[config.mk]
export PLATFORM = sky130hd
export DESIGN_NAME = circular_deque
export DESIGN_NICKNAME = d
export VERILOG_FILES = /design/src/rtl/core/cdq_pkg.sv /design/src/rtl/core/cdq_ram.sv /design/src/rtl/core/cdq_ctrl.sv /design/src/rtl/core/cdq_datapath.sv /design/src/rtl/core/circular_deque.sv
export SDC_FILE = /design/constraint.sdc
export NUM_CORES = 2
export LEC_CHECK = 0
export BUFFER_PORTS_ARGS = -buffer_cell sky130_fd_sc_hd__buf_2
export CORE_MARGIN = 2
export CORE_UTILIZATION = 50
export CTS_BUF_LIST = sky130_fd_sc_hd__clkbuf_16
export CTS_CLUSTER_DIAMETER = 30
export DETAILED_ROUTE_END_ITERATION = 16
export HOLD_SLACK_MARGIN = 0.12
export PLACE_DENSITY = 0.66
export REMOVE_ABC_BUFFERS = 1
export SLEW_MARGIN = 15
export SYNTH_ARGS = -nofsm -noshare
export SYNTH_HDL_FRONTEND = slang
export SYNTH_SLANG_ARGS = --single-unit
export TNS_END_PERCENT = 30
[constraint.sdc]
create_clock -name clk -period 6.2 [get_ports clk]
set_clock_uncertainty 0.05 [all_clocks]
set_input_delay 0.31 -clock clk [delete_from_list [all_inputs] [get_ports clk]]
set_output_delay 0.31 -clock clk [all_outputs]
set_load 0.01 [all_outputs]
[src/rtl/core/cdq_pkg.sv]
// Shared types and constants for the circular deque.
package cdq_pkg;

  localparam int DEPTH_DEF      = 64;
  localparam int DATA_WIDTH_DEF = 32;
  localparam int ENTRY_W        = 32;
  localparam int OCC_W          = 6;

  typedef enum logic [1:0] {
    REQ_PUSH_FRONT = 2'd0,
    REQ_PUSH_BACK  = 2'd1,
    REQ_POP_FRONT  = 2'd2,
    REQ_NOP        = 2'd3
  } req_type_t;

  typedef enum logic [1:0] {
    ST_DONE  = 2'd0,
    ST_FULL  = 2'd1,
    ST_EMPTY = 2'd2
  } status_t;

  typedef struct packed {
    req_type_t          req_type;
    logic [ENTRY_W-1:0] entry_data;
  } req_item_t;

  typedef struct packed {
    status_t            status;
    logic [ENTRY_W-1:0] popped_data;
    logic [OCC_W-1:0]   occupancy;
    logic               full_flag;
    logic               empty_flag;
  } result_item_t;

  typedef struct packed {
    logic load_req;
    logic exec;
    logic load_out;
  } ctl_cmd_t;

endpackage

[src/rtl/core/cdq_ram.sv]
// Generic single-port RAM with registered read data.
module cdq_ram #(
  parameter int WIDTH = 32,
  parameter int DEPTH = 64
) (
  input  logic                     clk,
  input  logic                     en,
  input  logic                     we,
  input  logic [$clog2(DEPTH)-1:0] addr,
  input  logic [WIDTH-1:0]         wr_data,
  output logic [WIDTH-1:0]         rd_data
);

  logic [WIDTH-1:0] mem [DEPTH];

  always_ff @(posedge clk) begin
    if (en) begin
      if (we) begin
        mem[addr] <= wr_data;
      end else begin
        rd_data <= mem[addr];
      end
    end
  end

endmodule

[src/rtl/core/cdq_ctrl.sv]
// Controller state machine that sequences each deque request.
module cdq_ctrl
  import cdq_pkg::*;
(
  input  logic     clk,
  input  logic     rst,
  input  logic     in_valid,
  output logic     in_ready,
  output logic     out_valid,
  input  logic     out_ready,
  output ctl_cmd_t cmd
);

  typedef enum logic [1:0] {
    S_IDLE,
    S_EXEC,
    S_FINISH
  } state_t;

  state_t state;
  logic   slot_free;

  assign in_ready     = (state == S_IDLE);
  assign slot_free    = !out_valid || out_ready;
  assign cmd.load_req = in_valid && in_ready;
  assign cmd.exec     = (state == S_EXEC);
  assign cmd.load_out = (state == S_FINISH) && slot_free;

  always_ff @(posedge clk) begin
    if (rst) begin
      state     <= S_IDLE;
      out_valid <= 1'b0;
    end else begin
      if (cmd.load_out) begin
        out_valid <= 1'b1;
      end else if (out_ready) begin
        out_valid <= 1'b0;
      end
      case (state)
        S_IDLE: begin
          if (cmd.load_req) begin
            state <= S_EXEC;
          end
        end
        S_EXEC: begin
          state <= S_FINISH;
        end
        S_FINISH: begin
          if (slot_free) begin
            state <= S_IDLE;
          end
        end
        default: begin
          state <= S_IDLE;
        end
      endcase
    end
  end

endmodule

[src/rtl/core/cdq_datapath.sv]
// Datapath with the pointers, the entry store and the result register.
module cdq_datapath
  import cdq_pkg::*;
#(
  parameter int DEPTH      = DEPTH_DEF,
  parameter int DATA_WIDTH = DATA_WIDTH_DEF
) (
  input  logic         clk,
  input  logic         rst,
  input  ctl_cmd_t     cmd,
  input  req_item_t    in_data,
  output result_item_t out_data
);

  localparam int PTR_W = $clog2(DEPTH);
  localparam logic [PTR_W-1:0] PTR_LAST = PTR_W'(DEPTH - 1);
  localparam logic [PTR_W:0]   DEPTH_EXT = (PTR_W + 1)'(DEPTH);

  req_item_t        req;
  logic [PTR_W-1:0] head;
  logic [PTR_W-1:0] tail;
  logic [PTR_W-1:0] head_next;
  logic [PTR_W-1:0] tail_next;
  logic [PTR_W-1:0] head_inc;
  logic [PTR_W-1:0] head_dec;
  logic [PTR_W-1:0] tail_inc;
  status_t          res_status;
  status_t          res_status_next;
  logic             pop_ok;
  logic             pop_ok_next;
  logic             is_full;
  logic             is_empty;
  logic             ram_en;
  logic             ram_we;
  logic [PTR_W-1:0] ram_addr;
  logic [DATA_WIDTH-1:0] ram_rd_data;
  logic [PTR_W:0]   occ_diff;

  assign head_inc = (head == PTR_LAST) ? '0 : head + 1'b1;
  assign head_dec = (head == '0) ? PTR_LAST : head - 1'b1;
  assign tail_inc = (tail == PTR_LAST) ? '0 : tail + 1'b1;
  assign is_full  = (tail_inc == head);
  assign is_empty = (head == tail);

  always_comb begin
    head_next       = head;
    tail_next       = tail;
    res_status_next = ST_DONE;
    pop_ok_next     = 1'b0;
    ram_en          = 1'b0;
    ram_we          = 1'b0;
    ram_addr        = head;
    case (req.req_type)
      REQ_PUSH_FRONT: begin
        if (is_full) begin
          res_status_next = ST_FULL;
        end else begin
          ram_en    = cmd.exec;
          ram_we    = 1'b1;
          ram_addr  = head;
          head_next = head_dec;
        end
      end
      REQ_PUSH_BACK: begin
        if (is_full) begin
          res_status_next = ST_FULL;
        end else begin
          ram_en    = cmd.exec;
          ram_we    = 1'b1;
          ram_addr  = tail_inc;
          tail_next = tail_inc;
        end
      end
      REQ_POP_FRONT: begin
        if (is_empty) begin
          res_status_next = ST_EMPTY;
        end else begin
          ram_en      = cmd.exec;
          ram_addr    = head_inc;
          head_next   = head_inc;
          pop_ok_next = 1'b1;
        end
      end
      default: begin
        res_status_next = ST_DONE;
      end
    endcase
  end

  always_comb begin
    if (tail >= head) begin
      occ_diff = {1'b0, tail} - {1'b0, head};
    end else begin
      occ_diff = {1'b0, tail} + DEPTH_EXT - {1'b0, head};
    end
  end

  always_ff @(posedge clk) begin
    if (rst) begin
      head <= PTR_LAST;
      tail <= PTR_LAST;
    end else if (cmd.exec) begin
      head <= head_next;
      tail <= tail_next;
    end
  end

  always_ff @(posedge clk) begin
    if (cmd.load_req) begin
      req <= in_data;
    end
    if (cmd.exec) begin
      res_status <= res_status_next;
      pop_ok     <= pop_ok_next;
    end
    if (cmd.load_out) begin
      out_data.status      <= res_status;
      out_data.popped_data <= pop_ok ? ENTRY_W'(ram_rd_data) : '0;
      out_data.occupancy   <= OCC_W'(occ_diff);
      out_data.full_flag   <= is_full;
      out_data.empty_flag  <= is_empty;
    end
  end

  cdq_ram #(
    .WIDTH (DATA_WIDTH),
    .DEPTH (DEPTH)
  ) u_ram (
    .clk     (clk),
    .en      (ram_en),
    .we      (ram_we),
    .addr    (ram_addr),
    .wr_data (DATA_WIDTH'(req.entry_data)),
    .rd_data (ram_rd_data)
  );

endmodule

[src/rtl/core/circular_deque.sv]
// Top level of the ring-buffer deque with front push, back push and front pop.
//
//   channel | signals                      | payload
//   --------+------------------------------+-----------------------------
//   in      | in_valid, in_ready, in_data  | req_item_t (request, word)
//   out     | out_valid, out_ready, out_data | result_item_t (status, data)
//
// Each request passes through three steps: accept, execute on the single RAM port,
// then load the output register with the registered read data.
// A new request is accepted while the previous result waits in the output
// register; a stalled output holds the request in its final cycle.
// Reset is synchronous and sets both pointers to the last slot; the entry
// store is not cleared.
module circular_deque
  import cdq_pkg::*;
#(
  parameter int DEPTH      = DEPTH_DEF,
  parameter int DATA_WIDTH = DATA_WIDTH_DEF
) (
  input  logic         clk,
  input  logic         rst,
  input  logic         in_valid,
  output logic         in_ready,
  input  req_item_t    in_data,
  output logic         out_valid,
  input  logic         out_ready,
  output result_item_t out_data
);

  ctl_cmd_t cmd;

  cdq_ctrl u_ctrl (
    .clk       (clk),
    .rst       (rst),
    .in_valid  (in_valid),
    .in_ready  (in_ready),
    .out_valid (out_valid),
    .out_ready (out_ready),
    .cmd       (cmd)
  );

  cdq_datapath #(
    .DEPTH      (DEPTH),
    .DATA_WIDTH (DATA_WIDTH)
  ) u_datapath (
    .clk      (clk),
    .rst      (rst),
    .cmd      (cmd),
    .in_data  (in_data),
    .out_data (out_data)
  );

endmodule

==> metrics <==
status=complete, no violations; clock power share=51.9%; Yosys warnings=0; Mapped Cells=4491; Switch Pwr=9.476 mW; # setup viols final=0; initial core utilization=50.30%; Worst Path Buf+Inv=3; relative slew slack=16.59%; CP Launch Type=flop; DRT Wirelength=244.9 mm; synthesis-to-finish area growth=23.99%; post-detailed-route count of antenna-violating nets=0; drt drc=0; max capacitance violation total=0; clock insertion delay at the later pin of the skew report=0.95 ns; I/O Buffers=81; Worst EP arrival=6.39 ns; pin count of the biggest net entering global routing=113; static leakage=37.26 nW; worst hold path type=primary input to flop; Hold-fix buffers, CTS=71; TritonRoute pass-1 iters=9; GPL Wtd Cong=0.9490; fin nets=5178; chip height=411.2 µm; CTS clk-pin slew, worst paths=0.05 ns; Top Family by Delay on Critical Path=simple AND/OR/NAND/NOR gates; Fin. Hold Viols=0; H-tree levels=5; Worst Setup End Kind=flop; Tmin final=5.765 ns; critical path, cell by cell=ha_1 -> nand4_1 -> and4_1 -> or4_1 -> o41ai_1 -> a211o_4 -> buf_12 -> buf_12 -> mux2i_1 -> o22ai_1 -> nor4_1 -> buf_4 -> nand4_1; critical path class=flop to flop; crit share post-route=92.99%; CTS tree=done; Tightest Pin Transition=1.240 ns; RSZ-0062 raised after global routing=no; Mean Syn Cell Area=18.46 µm²; Internal Power=31.87 mW; Core Region=164800 µm²; Mapped Area=82900 µm²; Setup WS post-layout=0.4346 ns; global route total overflow=0; Sw Ratio=22.92%; wire length per cell=32.09 µm; Max Freq=173.4 MHz; Netlist cell types=61; worst vdd ir=0.0003909 V; Post-synth EDFFs=2159; pre-CTS setup slack=0.5365 ns; CTS Buf Count=395; setup TNS=0 ns; Main synth FF type=edfxtp_1; fraction of layout cells with a size suffix above 1=21.49%; Die Width=411.2 µm; initial antenna violation count=23; sequential power share=39.6%; #FFs+latches synth=2174; DR iter-0 viols=6642; num ports=82; DR vias/cell=6.218; Power Dens Cells=402.2 nW/µm²; Setup Fix Bufs, Post-CTS=0; Total Die Area=169100 µm²; DR vias=47450; commonest non-fill, non-tap cell in the layout=edfxtp_1; worst-path maximum fanout=67; first-pass GRT wire length=343.6 mm; worst endpoint required time=6.83 ns; Tot GR Track Use=28.79%; FP Rows=149; most frequent cells in the layout=2159 x edfxtp_1, 1026 x mux2i_1, 512 x o22ai_1; Final Max Tran Viols=0; clock tree buffer depth=4; power share of the combinational group=8.5%; sequential-to-total area share from yosys stat=78.57%; clk sink count=2174; Root Driver=clkbuf_16; # resized after CTS=0; vias in the first global route=46740; slowest stage cell, crit path=nor4_1; highest cell delay on the worst timing path=1.05 ns; DP Wirelength=139.7 mm; Post-synth ARST share=0%
==> flip-flops by register name, summed over array words and instances, names as in the netlist <==
signal / cells
u_ctrl.out_valid: 1
u_ctrl.state: 2
u_datapath.head: 6
u_datapath.out_data: 42
u_datapath.pop_ok: 1
u_datapath.req: 34
u_datapath.res_status: 2
u_datapath.tail: 6
u_datapath.u_ram.mem: 2048
u_datapath.u_ram.rd_data: 32
==> metrics by stage <==
step	utilization (%)	hold WS [ns]	cells	power, mW	cell area (µm²)
after floorplan	-	0.3291	4251	20.57	81810
after global placement	53.59	0.3573	6822	19.97	88310
after detailed placement	53.82	0.3622	6847	20.06	88700
after CTS	62.36	0.1957	7624	41.40	102800
after global routing	62.36	0.2313	7624	42.28	102800
final	62.37	0.2255	7631	41.34	102800
==> synthesized netlist by cell type, types with 5 or more instances <==
cell         n  area (µm²)
dfxtp_1     15       300.3
nand4_1     36       225.2
nand2b_1     7       43.79
a211o_1      5       43.79
and3_1       6       37.54
nor2b_1      7       43.79
a221o_1      6       60.06
nor4_1     131       819.5
edfxtp_1  2159       64830
a21oi_1     14       70.07
inv_1       19       71.32
o21ai_0     10       50.05
nor2_1      84       315.3
xnor2_1      8       70.07
o22ai_1    512        3203
mux2i_1   1026       10270
clkbuf_1   106       397.9
nand2_1     37       138.9
buf_2      128       640.6
and2_1      35       219.0
nand3_1     50       250.2
ha_1        13       162.7
nor3_1      10       50.05
==> power by group through the flow <==
| stage | clock network [mW] | logic (mW) | registers (mW) |
|---|---|---|---|
| 2_1_floorplan | 0 | 3.82 | 16.7 |
| 3_3_place_gp | 0 | 3.35 | 16.6 |
| 3_5_place_dp | 0 | 3.44 | 16.6 |
| 4_1_cts | 21.6 | 3.49 | 16.4 |
| 5_1_grt | 22.3 | 3.65 | 16.3 |
| 6_report | 21.5 | 3.53 | 16.4 |
==> per-layer routing <==
metal,share of wire (%),global-route usage [%],up-vias
met3,10,7.030,476
met5,0.049,0,-
met1,38,38.48,24440
li1,-,-,19800
met4,3.5,10.74,20
met2,48,45.94,2721
==> logic make-up after synthesis <==
logic type | after synthesis | synth area share [%]
flops | 2174 | 78.57
compound gates | 587 | 4.529
xor+xnor | 13 | 0.1539
mux | 1027 | 12.41
fa+ha+maj | 14 | 0.2204
buf+inv | 261 | 1.416
simple gates | 415 | 2.709
==> worst paths after layout <==
check | depth (start not counted) | start | slack [ns] | end
worst max-delay path | 13 | u_datapath.tail[0]$_SDFFE_PP1P_ | 0.43 | u_datapath.u_ram.rd_data[13]$_DFFE_PP_
worst min-delay path | 2 | in_valid | 0.23 | u_datapath.req[25]$_DFFE_PP_
worst max register to register | 13 | u_datapath.tail[0]$_SDFFE_PP1P_ | 0.43 | u_datapath.u_ram.rd_data[13]$_DFFE_PP_
worst min register to register | 0 | u_datapath.res_status[1]$_DFFE_PN_ | 0.38 | u_datapath.out_data[41]$_DFFE_PP_
==> area by class of cell <==
| class | instances | area, µm² |
|---|---|---|
| Tap cell | 2189 | 2739 |
| Timing Repair Buffer | 478 | 3998 |
| Fill cell | 11310 | 62010 |
| Antenna cell | 7 | 17.52 |
| Multi-Input combinational cell | 2056 | 17470 |
| Inverter | 21 | 78.83 |
| Clock inverter | 307 | 3374 |
| Sequential cell | 2174 | 65130 |
| Clock buffer | 399 | 9985 |
(Power assumes the default switching activity.)
